$ cat src/rtl/fac_pkg.sv
`timescale 1ns / 1ps
`default_nettype none

package fac_pkg;

    localparam int PRESSURE_LEN = 7;
    localparam int TEXT_LEN     = 4;

    localparam int PCNT_W     = $clog2(PRESSURE_LEN + 1);
    localparam int PIDX_W     = $clog2(PRESSURE_LEN);
    localparam int TCNT_W     = $clog2(TEXT_LEN + 1);
    localparam int TIDX_W     = (TEXT_LEN > 1) ? $clog2(TEXT_LEN) : 1;
    localparam int TEXT_SHOWN = (TEXT_LEN < 4) ? TEXT_LEN : 4;

    localparam logic [7:0] CH_P_OPEN  = 8'h3B;  // ;
    localparam logic [7:0] CH_P_CLOSE = 8'h3A;  // :
    localparam logic [7:0] CH_H_OPEN  = 8'h7B;  // {
    localparam logic [7:0] CH_H_CLOSE = 8'h7D;  // }
    localparam logic [7:0] CH_W_OPEN  = 8'h5B;  // [
    localparam logic [7:0] CH_W_CLOSE = 8'h5D;  // ]
    localparam logic [7:0] CH_SEP_LO  = 8'h78;  // x
    localparam logic [7:0] CH_SEP_UP  = 8'h58;  // X
    localparam logic [7:0] CH_PLUS    = 8'h2B;
    localparam logic [7:0] CH_MINUS   = 8'h2D;
    localparam logic [7:0] CH_ZERO    = 8'h30;
    localparam logic [7:0] CH_NINE    = 8'h39;
    localparam logic [7:0] CH_SPACE   = 8'h20;
    localparam logic [7:0] CH_TAB     = 8'h09;
    localparam logic [7:0] CH_CR      = 8'h0D;

    localparam logic [9:0] VAL_MAX = 10'd999;
    localparam logic [9:0] VAL_SAT = 10'd1000;

    localparam logic [1:0] KIND_PRESSURE = 2'd0;
    localparam logic [1:0] KIND_HEIGHT   = 2'd1;
    localparam logic [1:0] KIND_WEIGHT   = 2'd2;

    typedef struct packed {
        logic step;   // take the beat on the input side
        logic scan;   // advance the pressure scan by one character
        logic emit;   // load the next pending result into the output register
    } fac_cmd_t;

    typedef struct packed {
        logic scan_busy;
        logic pend_any;
        logic pend_last;
        logic out_free;
    } fac_status_t;

endpackage

`default_nettype wire

$ cat src/rtl/fac_ctrl.sv
`timescale 1ns / 1ps
`default_nettype none

module fac_ctrl import fac_pkg::*; (
    input  wire logic        aclk,
    input  wire logic        aresetn,
    input  wire logic        s_valid,
    output logic             s_ready,
    input  wire fac_status_t status,
    output fac_cmd_t         cmd
);

    typedef enum logic [1:0] {
        ST_IDLE,
        ST_DECODE,
        ST_SCAN,
        ST_EMIT
    } state_t;

    state_t state_reg, state_next;
    logic   ready_reg, ready_next;

    always_comb begin
        state_next = state_reg;
        cmd        = '0;
        unique case (state_reg)
            ST_IDLE: begin
                if (s_valid && ready_reg) begin
                    cmd.step   = 1'b1;
                    state_next = ST_DECODE;
                end
            end
            ST_DECODE: begin
                if (status.scan_busy) begin
                    state_next = ST_SCAN;
                end else if (status.pend_any) begin
                    state_next = ST_EMIT;
                end else begin
                    state_next = ST_IDLE;
                end
            end
            ST_SCAN: begin
                cmd.scan = 1'b1;
                if (!status.scan_busy) begin
                    state_next = ST_EMIT;
                end
            end
            ST_EMIT: begin
                if (!status.pend_any) begin
                    state_next = ST_IDLE;
                end else if (status.out_free) begin
                    cmd.emit = 1'b1;
                    if (status.pend_last) begin
                        state_next = ST_IDLE;
                    end
                end
            end
            default: state_next = ST_IDLE;
        endcase
        ready_next = (state_next == ST_IDLE);
    end

    always_ff @(posedge aclk) begin
        if (!aresetn) begin
            state_reg <= ST_IDLE;
            ready_reg <= 1'b0;
        end else begin
            state_reg <= state_next;
            ready_reg <= ready_next;
        end
    end

    assign s_ready = ready_reg;

endmodule

`default_nettype wire

$ cat src/rtl/fac_datapath.sv
`timescale 1ns / 1ps
`default_nettype none

module fac_datapath import fac_pkg::*; (
    input  wire logic         aclk,
    input  wire logic         aresetn,
    input  wire logic [7:0]   s_rx_byte,
    input  wire fac_cmd_t     cmd,
    output fac_status_t       status,
    output logic              m_valid,
    input  wire logic         m_ready,
    output logic [1:0]        m_field_kind,
    output logic              m_field_error,
    output logic [9:0]        m_high_value,
    output logic [9:0]        m_low_value,
    output logic [31:0]       m_text_bytes,
    output logic [2:0]        m_text_length,
    output logic              m_last_result
);

    // pending results, lowest bit goes out first
    localparam int PEND_W_OVF = 0;
    localparam int PEND_P_OVF = 1;
    localparam int PEND_H_OVF = 2;
    localparam int PEND_H_TXT = 3;
    localparam int PEND_W_TXT = 4;
    localparam int PEND_P_RES = 5;
    localparam int PEND_N     = 6;

    typedef enum logic [1:0] {
        SC_SKIP,
        SC_DIG,
        SC_END
    } sc_mode_t;

    function automatic logic is_sep(input logic [7:0] c);
        return (c == CH_SEP_LO) || (c == CH_SEP_UP);
    endfunction

    function automatic logic is_blank(input logic [7:0] c);
        return (c == CH_SPACE) || ((c >= CH_TAB) && (c <= CH_CR));
    endfunction

    function automatic logic is_digit(input logic [7:0] c);
        return (c >= CH_ZERO) && (c <= CH_NINE);
    endfunction

    function automatic logic val_ok(input logic [9:0] v, input logic neg);
        return (v <= VAL_MAX) && !(neg && (v != 10'd0));
    endfunction

    // collectors
    logic              p_open_reg, p_open_next;
    logic              h_open_reg, h_open_next;
    logic              w_open_reg, w_open_next;
    logic [PCNT_W-1:0] p_cnt_reg, p_cnt_next;
    logic [TCNT_W-1:0] h_cnt_reg, h_cnt_next;
    logic [TCNT_W-1:0] w_cnt_reg, w_cnt_next;
    logic [7:0]        p_chars_reg [PRESSURE_LEN];
    logic [7:0]        h_chars_reg [TEXT_LEN];
    logic [7:0]        w_chars_reg [TEXT_LEN];

    logic [PEND_N-1:0] pend_reg, pend_next;

    // pressure scan
    logic              scan_busy_reg, scan_busy_next;
    logic [PCNT_W-1:0] sc_idx_reg, sc_idx_next;
    logic              sc_sep_reg, sc_sep_next;
    sc_mode_t          sc_mode_reg, sc_mode_next;
    logic              sc_neg_reg, sc_neg_next;
    logic [9:0]        sc_val_reg, sc_val_next;
    logic [9:0]        hi_val_reg, hi_val_next;
    logic              hi_neg_reg, hi_neg_next;
    logic              p_err_reg, p_err_next;
    logic [9:0]        p_hi_reg, p_hi_next;
    logic [9:0]        p_lo_reg, p_lo_next;

    // output register
    logic              m_valid_reg, m_valid_next;
    logic [1:0]        kind_reg, kind_next;
    logic              err_reg, err_next;
    logic [9:0]        hiv_reg, hiv_next;
    logic [9:0]        lov_reg, lov_next;
    logic [31:0]       text_reg, text_next;
    logic [2:0]        tlen_reg, tlen_next;
    logic              last_reg, last_next;

    logic              is_data;
    logic              p_room, h_room, w_room;
    logic [7:0]        sc_char;
    logic              sc_at_end;
    logic [13:0]       sc_acc;
    logic [9:0]        sc_dig_val;
    logic [31:0]       h_text, w_text;
    logic              out_free;
    logic              pend_last;

    assign is_data = (s_rx_byte != CH_P_OPEN) && (s_rx_byte != CH_P_CLOSE) &&
                     (s_rx_byte != CH_H_OPEN) && (s_rx_byte != CH_H_CLOSE) &&
                     (s_rx_byte != CH_W_OPEN) && (s_rx_byte != CH_W_CLOSE);
    assign p_room  = p_cnt_reg < PCNT_W'(PRESSURE_LEN);
    assign h_room  = h_cnt_reg < TCNT_W'(TEXT_LEN);
    assign w_room  = w_cnt_reg < TCNT_W'(TEXT_LEN);

    assign sc_char   = (sc_idx_reg < p_cnt_reg) ?
                       p_chars_reg[sc_idx_reg[PIDX_W-1:0]] : 8'h00;
    assign sc_at_end = (sc_idx_reg == p_cnt_reg) || (sc_sep_reg && is_sep(sc_char));
    assign sc_acc    = (14'(sc_val_reg) << 3) + (14'(sc_val_reg) << 1) +
                       14'(sc_char - CH_ZERO);
    assign sc_dig_val = (sc_acc > 14'(VAL_MAX)) ? VAL_SAT : sc_acc[9:0];

    always_comb begin
        h_text = '0;
        w_text = '0;
        for (int i = 0; i < TEXT_SHOWN; i++) begin
            if (TCNT_W'(i) < h_cnt_reg) begin
                h_text[8*i +: 8] = h_chars_reg[i];
            end
            if (TCNT_W'(i) < w_cnt_reg) begin
                w_text[8*i +: 8] = w_chars_reg[i];
            end
        end
    end

    assign out_free  = !m_valid_reg || m_ready;
    assign pend_last = (pend_reg != '0) && ((pend_reg & (pend_reg - 1'b1)) == '0);

    always_comb begin
        p_open_next    = p_open_reg;
        h_open_next    = h_open_reg;
        w_open_next    = w_open_reg;
        p_cnt_next     = p_cnt_reg;
        h_cnt_next     = h_cnt_reg;
        w_cnt_next     = w_cnt_reg;
        pend_next      = pend_reg;
        scan_busy_next = scan_busy_reg;
        sc_idx_next    = sc_idx_reg;
        sc_sep_next    = sc_sep_reg;
        sc_mode_next   = sc_mode_reg;
        sc_neg_next    = sc_neg_reg;
        sc_val_next    = sc_val_reg;
        hi_val_next    = hi_val_reg;
        hi_neg_next    = hi_neg_reg;
        p_err_next     = p_err_reg;
        p_hi_next      = p_hi_reg;
        p_lo_next      = p_lo_reg;
        m_valid_next   = m_valid_reg;
        kind_next      = kind_reg;
        err_next       = err_reg;
        hiv_next       = hiv_reg;
        lov_next       = lov_reg;
        text_next      = text_reg;
        tlen_next      = tlen_reg;
        last_next      = last_reg;

        if (cmd.step) begin
            unique case (s_rx_byte)
                CH_P_OPEN: begin
                    p_open_next = 1'b1;
                    p_cnt_next  = '0;
                end
                CH_H_OPEN: begin
                    h_open_next = 1'b1;
                    h_cnt_next  = '0;
                end
                CH_W_OPEN: begin
                    w_open_next = 1'b1;
                    w_cnt_next  = '0;
                end
                CH_P_CLOSE: begin
                    if (p_open_reg) begin
                        p_open_next    = 1'b0;
                        scan_busy_next = 1'b1;
                        sc_idx_next    = '0;
                        sc_sep_next    = 1'b0;
                        sc_mode_next   = SC_SKIP;
                        sc_neg_next    = 1'b0;
                        sc_val_next    = '0;
                    end
                end
                CH_H_CLOSE: begin
                    if (h_open_reg) begin
                        h_open_next            = 1'b0;
                        pend_next[PEND_H_TXT]  = 1'b1;
                    end
                end
                CH_W_CLOSE: begin
                    if (w_open_reg) begin
                        w_open_next            = 1'b0;
                        pend_next[PEND_W_TXT]  = 1'b1;
                    end
                end
                default: begin
                    if (w_open_reg) begin
                        if (w_room) begin
                            w_cnt_next = w_cnt_reg + 1'b1;
                        end else begin
                            w_open_next           = 1'b0;
                            pend_next[PEND_W_OVF] = 1'b1;
                        end
                    end
                    if (p_open_reg) begin
                        if (p_room) begin
                            p_cnt_next = p_cnt_reg + 1'b1;
                        end else begin
                            p_open_next           = 1'b0;
                            pend_next[PEND_P_OVF] = 1'b1;
                        end
                    end
                    if (h_open_reg) begin
                        if (h_room) begin
                            h_cnt_next = h_cnt_reg + 1'b1;
                        end else begin
                            h_open_next           = 1'b0;
                            pend_next[PEND_H_OVF] = 1'b1;
                        end
                    end
                end
            endcase
        end

        if (cmd.scan && scan_busy_reg) begin
            if (sc_at_end) begin
                scan_busy_next        = 1'b0;
                pend_next[PEND_P_RES] = 1'b1;
                p_err_next = !sc_sep_reg || !val_ok(hi_val_reg, hi_neg_reg) ||
                             !val_ok(sc_val_reg, sc_neg_reg);
                p_hi_next  = p_err_next ? 10'd0 : hi_val_reg;
                p_lo_next  = p_err_next ? 10'd0 : sc_val_reg;
            end else begin
                sc_idx_next = sc_idx_reg + 1'b1;
                if (!sc_sep_reg && is_sep(sc_char)) begin
                    // close the first number, start the second
                    hi_val_next  = sc_val_reg;
                    hi_neg_next  = sc_neg_reg;
                    sc_sep_next  = 1'b1;
                    sc_mode_next = SC_SKIP;
                    sc_neg_next  = 1'b0;
                    sc_val_next  = '0;
                end else begin
                    case (sc_mode_reg)
                        SC_SKIP: begin
                            if (is_blank(sc_char)) begin
                                sc_mode_next = SC_SKIP;
                            end else if (sc_char == CH_PLUS || sc_char == CH_MINUS) begin
                                sc_neg_next  = (sc_char == CH_MINUS);
                                sc_mode_next = SC_DIG;
                            end else if (is_digit(sc_char)) begin
                                sc_val_next  = sc_dig_val;
                                sc_mode_next = SC_DIG;
                            end else begin
                                sc_mode_next = SC_END;
                            end
                        end
                        SC_DIG: begin
                            if (is_digit(sc_char)) begin
                                sc_val_next = sc_dig_val;
                            end else begin
                                sc_mode_next = SC_END;
                            end
                        end
                        default: sc_mode_next = SC_END;
                    endcase
                end
            end
        end

        if (cmd.emit && out_free && (pend_reg != '0)) begin
            m_valid_next = 1'b1;
            err_next     = 1'b1;
            hiv_next     = '0;
            lov_next     = '0;
            text_next    = '0;
            tlen_next    = '0;
            last_next    = pend_last;
            if (pend_reg[PEND_W_OVF]) begin
                kind_next             = KIND_WEIGHT;
                pend_next[PEND_W_OVF] = 1'b0;
            end else if (pend_reg[PEND_P_OVF]) begin
                kind_next             = KIND_PRESSURE;
                pend_next[PEND_P_OVF] = 1'b0;
            end else if (pend_reg[PEND_H_OVF]) begin
                kind_next             = KIND_HEIGHT;
                pend_next[PEND_H_OVF] = 1'b0;
            end else if (pend_reg[PEND_H_TXT]) begin
                kind_next             = KIND_HEIGHT;
                err_next              = 1'b0;
                text_next             = h_text;
                tlen_next             = 3'(h_cnt_reg);
                pend_next[PEND_H_TXT] = 1'b0;
            end else if (pend_reg[PEND_W_TXT]) begin
                kind_next             = KIND_WEIGHT;
                err_next              = 1'b0;
                text_next             = w_text;
                tlen_next             = 3'(w_cnt_reg);
                pend_next[PEND_W_TXT] = 1'b0;
            end else begin
                kind_next             = KIND_PRESSURE;
                err_next              = p_err_reg;
                hiv_next              = p_hi_reg;
                lov_next              = p_lo_reg;
                pend_next[PEND_P_RES] = 1'b0;
            end
        end else if (m_ready) begin
            m_valid_next = 1'b0;
        end
    end

    always_ff @(posedge aclk) begin
        if (!aresetn) begin
            p_open_reg    <= 1'b0;
            h_open_reg    <= 1'b0;
            w_open_reg    <= 1'b0;
            p_cnt_reg     <= '0;
            h_cnt_reg     <= '0;
            w_cnt_reg     <= '0;
            pend_reg      <= '0;
            scan_busy_reg <= 1'b0;
            m_valid_reg   <= 1'b0;
        end else begin
            p_open_reg    <= p_open_next;
            h_open_reg    <= h_open_next;
            w_open_reg    <= w_open_next;
            p_cnt_reg     <= p_cnt_next;
            h_cnt_reg     <= h_cnt_next;
            w_cnt_reg     <= w_cnt_next;
            pend_reg      <= pend_next;
            scan_busy_reg <= scan_busy_next;
            m_valid_reg   <= m_valid_next;
        end
    end

    always_ff @(posedge aclk) begin
        sc_idx_reg  <= sc_idx_next;
        sc_sep_reg  <= sc_sep_next;
        sc_mode_reg <= sc_mode_next;
        sc_neg_reg  <= sc_neg_next;
        sc_val_reg  <= sc_val_next;
        hi_val_reg  <= hi_val_next;
        hi_neg_reg  <= hi_neg_next;
        p_err_reg   <= p_err_next;
        p_hi_reg    <= p_hi_next;
        p_lo_reg    <= p_lo_next;
        kind_reg    <= kind_next;
        err_reg     <= err_next;
        hiv_reg     <= hiv_next;
        lov_reg     <= lov_next;
        text_reg    <= text_next;
        tlen_reg    <= tlen_next;
        last_reg    <= last_next;
    end

    // store data characters into every open collector with room
    always_ff @(posedge aclk) begin
        if (cmd.step && is_data) begin
            if (p_open_reg && p_room) begin
                p_chars_reg[p_cnt_reg[PIDX_W-1:0]] <= s_rx_byte;
            end
            if (h_open_reg && h_room) begin
                h_chars_reg[h_cnt_reg[TIDX_W-1:0]] <= s_rx_byte;
            end
            if (w_open_reg && w_room) begin
                w_chars_reg[w_cnt_reg[TIDX_W-1:0]] <= s_rx_byte;
            end
        end
    end

    assign status.scan_busy = scan_busy_reg;
    assign status.pend_any  = (pend_reg != '0);
    assign status.pend_last = pend_last;
    assign status.out_free  = out_free;

    assign m_valid       = m_valid_reg;
    assign m_field_kind  = kind_reg;
    assign m_field_error = err_reg;
    assign m_high_value  = hiv_reg;
    assign m_low_value   = lov_reg;
    assign m_text_bytes  = text_reg;
    assign m_text_length = tlen_reg;
    assign m_last_result = last_reg;

endmodule

`default_nettype wire

$ cat src/rtl/framed_ascii_field_collector_unit.sv
`timescale 1ns / 1ps
`default_nettype none

// Channel   Handshake          Payload
// input     s_valid / s_ready  s_rx_byte
// result    m_valid / m_ready  m_field_kind, m_field_error, m_high_value,
//                              m_low_value, m_text_bytes, m_text_length,
//                              m_last_result
//
// One byte at a time: s_ready stays low while a byte is decoded and its
// results are emitted. A pressure close walks the stored characters once,
// one per cycle, before its result is queued.
// Reset is synchronous and active low; all collectors come up closed.
// A stalled result beat holds the sequencer in its emit step; the input
// side reopens as soon as the final result is in the output register.

module framed_ascii_field_collector_unit import fac_pkg::*; (
    input  wire logic        aclk,
    input  wire logic        aresetn,
    input  wire logic        s_valid,
    output logic             s_ready,
    input  wire logic [7:0]  s_rx_byte,
    output logic             m_valid,
    input  wire logic        m_ready,
    output logic [1:0]       m_field_kind,
    output logic             m_field_error,
    output logic [9:0]       m_high_value,
    output logic [9:0]       m_low_value,
    output logic [31:0]      m_text_bytes,
    output logic [2:0]       m_text_length,
    output logic             m_last_result
);

    fac_cmd_t    cmd;
    fac_status_t status;

    fac_ctrl u_ctrl (
        .aclk    (aclk),
        .aresetn (aresetn),
        .s_valid (s_valid),
        .s_ready (s_ready),
        .status  (status),
        .cmd     (cmd)
    );

    fac_datapath u_datapath (
        .aclk          (aclk),
        .aresetn       (aresetn),
        .s_rx_byte     (s_rx_byte),
        .cmd           (cmd),
        .status        (status),
        .m_valid       (m_valid),
        .m_ready       (m_ready),
        .m_field_kind  (m_field_kind),
        .m_field_error (m_field_error),
        .m_high_value  (m_high_value),
        .m_low_value   (m_low_value),
        .m_text_bytes  (m_text_bytes),
        .m_text_length (m_text_length),
        .m_last_result (m_last_result)
    );

endmodule

`default_nettype wire

$ cat config.mk
export PLATFORM = sky130hd
export DESIGN_NAME = framed_ascii_field_collector_unit
export DESIGN_NICKNAME = d
export VERILOG_FILES = /design/src/rtl/fac_pkg.sv /design/src/rtl/fac_ctrl.sv /design/src/rtl/fac_datapath.sv /design/src/rtl/framed_ascii_field_collector_unit.sv
export SDC_FILE = /design/constraint.sdc
export NUM_CORES = 1
export LEC_CHECK = 0
export ABC_AREA = 0
export CORE_MARGIN = 2
export CORE_UTILIZATION = 45
export DETAILED_ROUTE_END_ITERATION = 12
export DONT_BUFFER_PORTS = 1
export HOLD_SLACK_MARGIN = 0.06
export PLACE_DENSITY = 0.61
export SLEW_MARGIN = 5
export SYNTH_ARGS = -nofsm -noshare
export SYNTH_HDL_FRONTEND = slang
export SYNTH_SLANG_ARGS = --single-unit
$ cat constraint.sdc
create_clock -name aclk -period 6.7 [get_ports aclk]
set_input_delay 0.67 -clock aclk [delete_from_list [all_inputs] [get_ports aclk]]
set_output_delay 0.67 -clock aclk [all_outputs]
set_load 0.005 [all_outputs]
Yosys cells after proc, flatten, opt, wreduce, memory -nomap -nowiden. Memories as Yosys holds them, arrays and structs flattened. A register that Yosys moved wholly into a read port is not among the register bits. Index checks and enable logic that the tools add are counted.

Bits in registers: 131. Latch bits: 0. Memory bits (writable): 120. Memory bits (read-only): 0. Input port bits: 12. Word-level logic and storage cells: 290. Memories kept: 3.

Add/subtract/negate cells: 8. Multiply operators: 0. Div/mod/pow operators: 0. Order comparisons: 19. Eq/ne operators: 22. Shift operators: 0. Multiplexer cells: 134. Bitwise operators: 8. Reduce and logical (&&, ||, !) cells: 67.

Memory list: u_datapath.p_chars_reg (words 7, bits a word 8, read ports 1, clocked after Yosys merged registers in 1, wr ports 1, RTL line fac_datapath.sv:59) `logic [7:0] p_chars_reg [PRESSURE_LEN];`; u_datapath.h_chars_reg (words 4, bits a word 8, read ports 4, clocked after Yosys merged registers in 0, wr ports 1, RTL line fac_datapath.sv:60) `logic [7:0] h_chars_reg [TEXT_LEN];`; u_datapath.w_chars_reg (words 4, bits a word 8, read ports 4, clocked after Yosys merged registers in 0, wr ports 1, RTL line fac_datapath.sv:61) `logic [7:0] w_chars_reg [TEXT_LEN];`.

Operator list (number): two-way mux 10 bit (10); two-way mux 8 bit (9); two-way mux 32 bit (2); two-way mux 1 bit (63); equality test 8 x 7 -> 1 bit, second input constant (6); two-way mux 3 bit (15); two-way mux 2 bit (22); equality test 8 x 6 -> 1 bit, second input constant (5); != test 8 x 7 -> 1 bit, second input constant (4); logical AND 1 bit (22); <= comparator 10 bit, second input constant (2); one-hot mux 10 bit (2 select lines) (1); nonzero test 10 bit (2); OR reduction 5 bit (4); one-hot mux 3 bit (2 select lines) (3); != test 8 x 6 -> 1 bit, second input constant (2); adder 13 x 11 -> 14 bit (1); adder 14 bit (1); > comparator 14 x 10 -> 1 bit, second input constant (1); nonzero test 2 bit (7); adder 3 x 1 -> 3 bit, second input constant (4); < comparator 1 x 3 -> 1 bit, first input constant (4); < comparator 2 x 3 -> 1 bit, first input constant (4); AND reduction 4 bit (3); other kinds (30) (61).

Logic depth before layout (Yosys ltp).
Depth after elaboration: 14. Mapped depth: 25.

By module. Synthesis repeated with hierarchy kept, for this count alone.

Cell total of the unflattened synthesis: 918. Area, all modules: 11522.3 um^2.

Modules (own cells, without submodules): fac_datapath (times used 1, cells each 896, area each 11355.9 um^2, sequential area each 7076.8 um^2); fac_ctrl (times used 1, cells each 22, area each 166.4 um^2, sequential area each 60.1 um^2).

Worst setup path after synthesis. Ideal clock, no wire load.

Kind: register to register. Start: register u_datapath.sc_idx_reg[2]. End: register u_datapath.sc_val_reg[0]. Library setup time: 0.074 ns. Data arrival time: 4.980 ns. Data required time: 6.626 ns. Setup slack: 1.645 ns. Stages on the path, launching flop included: 20. Path buffers: 3. Period minus slack after synthesis: 5.055 ns. Path through: dfxtp_1 -> clkbuf_1 -> clkbuf_1 -> mux4_2 -> nand2b_1 -> a21oi_1 -> ha_1 -> nor2_1 -> fa_1 -> ha_1 -> a21oi_1 -> o21ai_0 -> and2_1 -> a221o_1 -> a221oi_1 -> and3_1 -> clkbuf_1 -> nand2_1 -> or4_1 -> o21ai_0.

Longest elaborated chain between the ends: 13. Elaborated cells between the ends (all ways): 31.

Ends and longest elaborated chain: from (decl) (RTL line fac_datapath.sv:67) `logic [PCNT_W-1:0] sc_idx_reg, sc_idx_next;`; from (signal assigned) (RTL line fac_datapath.sv:334) `sc_idx_reg <= sc_idx_next;`; < comparator 3 bit (RTL line fac_datapath.sv:105) `assign sc_char = (sc_idx_reg < p_cnt_reg) ?`; two-way mux 8 bit (RTL line fac_datapath.sv:105); subtractor 8 x 6 -> 9 bit (RTL line fac_datapath.sv:109) `14'(sc_char - CH_ZERO);`; adder 14 bit (RTL line fac_datapath.sv:108) `assign sc_acc = (14'(sc_val_reg) << 3) + (14'(sc_val_reg) << 1) +`; > comparator 14 x 10 -> 1 bit (RTL line fac_datapath.sv:110) `assign sc_dig_val = (sc_acc > 14'(VAL_MAX)) ? VAL_SAT : sc_acc[9:0];`; two-way mux 10 bit (RTL line fac_datapath.sv:110); two-way mux 10 bit (RTL line fac_datapath.sv:248, fac_datapath.sv:256); two-way mux 10 bit (RTL line fac_datapath.sv:245) `end else if (sc_char == CH_PLUS || sc_char == CH_MINUS) begin`; two-way mux 10 bit (RTL line fac_datapath.sv:243) `if (is_blank(sc_char)) begin`; one-hot mux 10 bit (2 select lines) (RTL line fac_datapath.sv:241) `case (sc_mode_reg)`; two-way mux 10 bit (RTL line fac_datapath.sv:232) `if (!sc_sep_reg && is_sep(sc_char)) begin`; two-way mux 10 bit (*) (RTL line fac_datapath.sv:223) `if (sc_at_end) begin`; two-way mux 10 bit (*) (RTL line fac_datapath.sv:222) `if (cmd.scan && scan_busy_reg) begin`; via u_datapath.sc_val_next[0] (RTL line fac_datapath.sv:71) `logic [9:0] sc_val_reg, sc_val_next;`; to (signal assigned) (RTL line fac_datapath.sv:338) `sc_val_reg <= sc_val_next;`; to (decl) (RTL line fac_datapath.sv:71).

Mark *: on every way through the listed nets, which the timed path passes. The rest lies on a longest branch. A chain may end at the register's enable or synchronous reset.

Worst setup path in the final report.
Start: register u_datapath.sc_idx_reg[2]. End: register u_datapath.sc_val_reg[4].

Same word-level chain as after synthesis.

==> flow_metrics.py <==
metrics = {
    "floorplanning": {
        "rows": 58,
        "coreArea_um2": 25000,
        "pin_count": 73,
        "die_height_um": 163,
        "dieArea_um2": 26600,
        "die_width_um": 163,
        "start_util_pct": 45.6,
    },
    "run_status": {
        "status": "finished clean",
    },
    "routing": {
        "num_vias": 7238,
        "drtAntennaViolNets": 0,
        "via_per_inst": 5.69,
        "first_iter_violations": 727,
        "drt_wl_total_mm": 24.3,
        "drc": 0,
        "drtPass1Iterations": 6,
        "wire_per_inst_um": 19.1,
    },
    "synth": {
        "synth_top_cell_by_area": "edfxtp_1",
        "seq_area_frac_synth_pct": 62.6,
        "dominantRegCellSynth": "edfxtp_1",
        "yosysMostFrequentCell": "edfxtp_1",
        "synth_seq_cells": 251,
        "syn_area_um2": 11400,
        "synthCells": 915,
        "synthArstFlopShare_pct": 0,
        "yosysTopAreaCellShare_pct": 55.5,
        "synthTopCellsByCount": "edfxtp_1, nor2_1, nand2_1",
        "yosysWarningCount": 0,
        "synthTopCellsByArea": "edfxtp_1, dfxtp_1, ha_1",
        "ys_types": 73,
        "syn_area_per_cell_um2": 12.5,
        "syn_nets": 969,
        "synth_edf_count": 211,
    },
    "setup_path": {
        "startpoint_type": "flop",
        "crit_fanout": 26,
        "cp_common_cell": "ha_1",
        "cpPeakStageDelay_ns": 0.89,
        "crit_family": "simple AND/OR/NAND/NOR gates",
        "ff2ff_path_depth": 17,
        "cp_num_buf_inv": 1,
        "crit_type": "flop to flop",
        "r2r_slack_ns": 0.92,
        "cp-end-kind": "flop",
        "cp.arrival_ns": 6.18,
        "regToRegEndpoint": "u_datapath.sc_val_reg[4]",
        "slowest_stage": "dfxtp_1",
        "crit_chain": "ha_1 > o21a_1 > nor2_1 > nand2_1 > inv_1 > ha_1 > nor2_1 > fa_1 > ha_1 > a21oi_1 > o21ai_0 > and2_1 > or4_1 > and4b_1 > a21o_1 > a2111oi_0 > nor4_1",
        "required_ns": 7.10,
        "crit-reg2reg-launch": "u_datapath.sc_idx_reg[2]",
    },
    "final_layout": {
        "largest_reg_flops": 56,
        "area_delta_synth_final_pct": 10.9,
        "nNetsFinal": 977,
        "n_antenna_cell": 0,
        "multi_input_area_um2": 3960,
        "final_core_util_pct": 50.5,
        "layout-drive-gt1-share_pct": 8.48,
        "fill_cells": 2158,
        "regArea_um2": 7140,
    },
    "min_path": {
        "min_delay_path_depth": 0,
        "hp-class": "input pin to flop",
        "hold_path_end": "u_datapath.p_chars_reg[4][2]",
        "min_from": "s_rx_byte[2]",
    },
    "power_and_ir_drop": {
        "p_per_area_nw_per_um2": 256,
        "ir_drop_mv": 0.208,
        "p_leak_nw": 4.43,
        "finalPower_mw": 3.24,
    },
    "sta": {
        "clock_skew_ns": 0.0201,
        "setup_viol": 0,
        "finalSetupTns_ns": 0,
        "period_needed_ns": 5.78,
        "max_freq_ghz": 0.173,
        "hold_violations": 0,
        "min_period_over_period_pct": 86.2,
        "rsz0062_at_grt": "no",
        "worst_slew_pin_slew_ns": 1.21,
        "relSlewSlack_pct": 18.8,
        "slew_viol_final": 0,
    },
    "grt": {
        "grt_usage_pct": 18.3,
        "grt-ovfl-total": 0,
        "grt_pass1_wl_mm": 38.1,
        "grt_max_degree": 61,
        "grt_antenna_before_repair": 0,
        "grt_pass1_vias": 6847,
    },
    "clocking": {
        "cts.sinks": 251,
        "tritoncts": "yes",
        "clockBufferDepth": 3,
        "clock_latency_ns": 0.55,
        "clk_pin_slew_worst_paths_ns": 0.06,
        "cts.htree.levels": 1,
        "cts_hold_buffers": 0,
        "cts_made_buffers": 27,
        "clockRootBuffer": "clkbuf_16",
    },
    "place": {
        "port_buffers": 0,
        "gp_congestion": 0.901,
        "place_hpwl_mm": 16.4,
    },
    "job": {
        "maxCapViolations": 0,
    },
}
## per-stage QoR
step	hold slack, ns	cell area (um2)	worst slack, ns	cells
floorplan	0.431	11400	1.65	915
global placement	0.447	11800	0.944	1224
detailed placement	0.457	11800	0.716	1224
CTS	0.189	12600	0.651	1273
global route	0.193	12600	0.316	1273
finish	0.218	12600	0.923	1273
## layer usage
layer	vias up	GRT usage [%]	wire length, um
met1	3513	27.1	11500
met3	46	2.87	1430
met5	-	0	0
li1	3467	-	-
met4	0	5.35	590
met2	212	27.9	10800
## cell type report
class                           instances  share of cell area (%)
Sequential cell                       251                    56.4
Multi-Input combinational cell        586                    31.3
Clock buffer                           33                    5.68
Tap cell                              330                    3.26
Inverter                               47                    1.39
Clock inverter                         16                    1.37
Timing Repair Buffer                   10                   0.593
## power breakdown
group          leakage [nW]  internal (mW)  total [mW]  switching (mW)
Clock                 0.445          0.882        1.49           0.606
Combinational          1.84         0.0260      0.0680          0.0421
Sequential             2.15           1.68        1.69         0.00433
## how the worst max path moves through the flow
| stage | start | to | slack, ns | cells past startpoint |
|---|---|---|---|---|
| 5_1_grt | u_datapath.sc_idx_reg[2] | u_datapath.sc_val_reg[4] | 0.32 | 18 |
| 2_1_floorplan | u_datapath.sc_idx_reg[2] | u_datapath.sc_val_reg[0] | 1.65 | 19 |
| 6_report | u_datapath.sc_idx_reg[2] | u_datapath.sc_val_reg[4] | 0.92 | 17 |
| 4_1_cts | u_datapath.sc_idx_reg[0] | u_datapath.sc_val_reg[4] | 0.65 | 19 |
| 3_3_place_gp | u_datapath.sc_idx_reg[0] | u_datapath.sc_val_reg[0] | 0.94 | 20 |
| 3_5_place_dp | u_datapath.sc_idx_reg[0] | u_datapath.sc_val_reg[0] | 0.72 | 20 |
## repair_timing
item / 4_1_cts / 5_1_grt
buffers inserted: 0 / 0
endpoints found under the setup margin: 0 / 1
resized for setup: 0 / 1
## kinds of logic (layout without fill, tap and decap cells)
logic type,Yosys count,in the layout,synth area share (%)
AND/OR/NAND/NOR,313,313,14.2
flip-flops,251,251,62.6
AO/OA/AOI/OAI,198,198,11.8
buffers and inverters,78,106,2.84
adder cells (fa/ha/maj),42,42,5.20
multiplexers,23,23,2.67
XOR/XNOR,10,10,0.768
## cells in the final DEF (no fill, tap or decap), types with 27 or more instances in the layout
cell	netlist	routed
edfxtp_1	211	211
nor2_1	78	78
nand2_1	65	65
a21oi_1	49	48
inv_1	46	45
dfxtp_1	40	39
o21ai_0	34	34
ha_1	33	33
and3_1	32	32
clkbuf_16	0	27
Power figures use the tool's default switching activity.
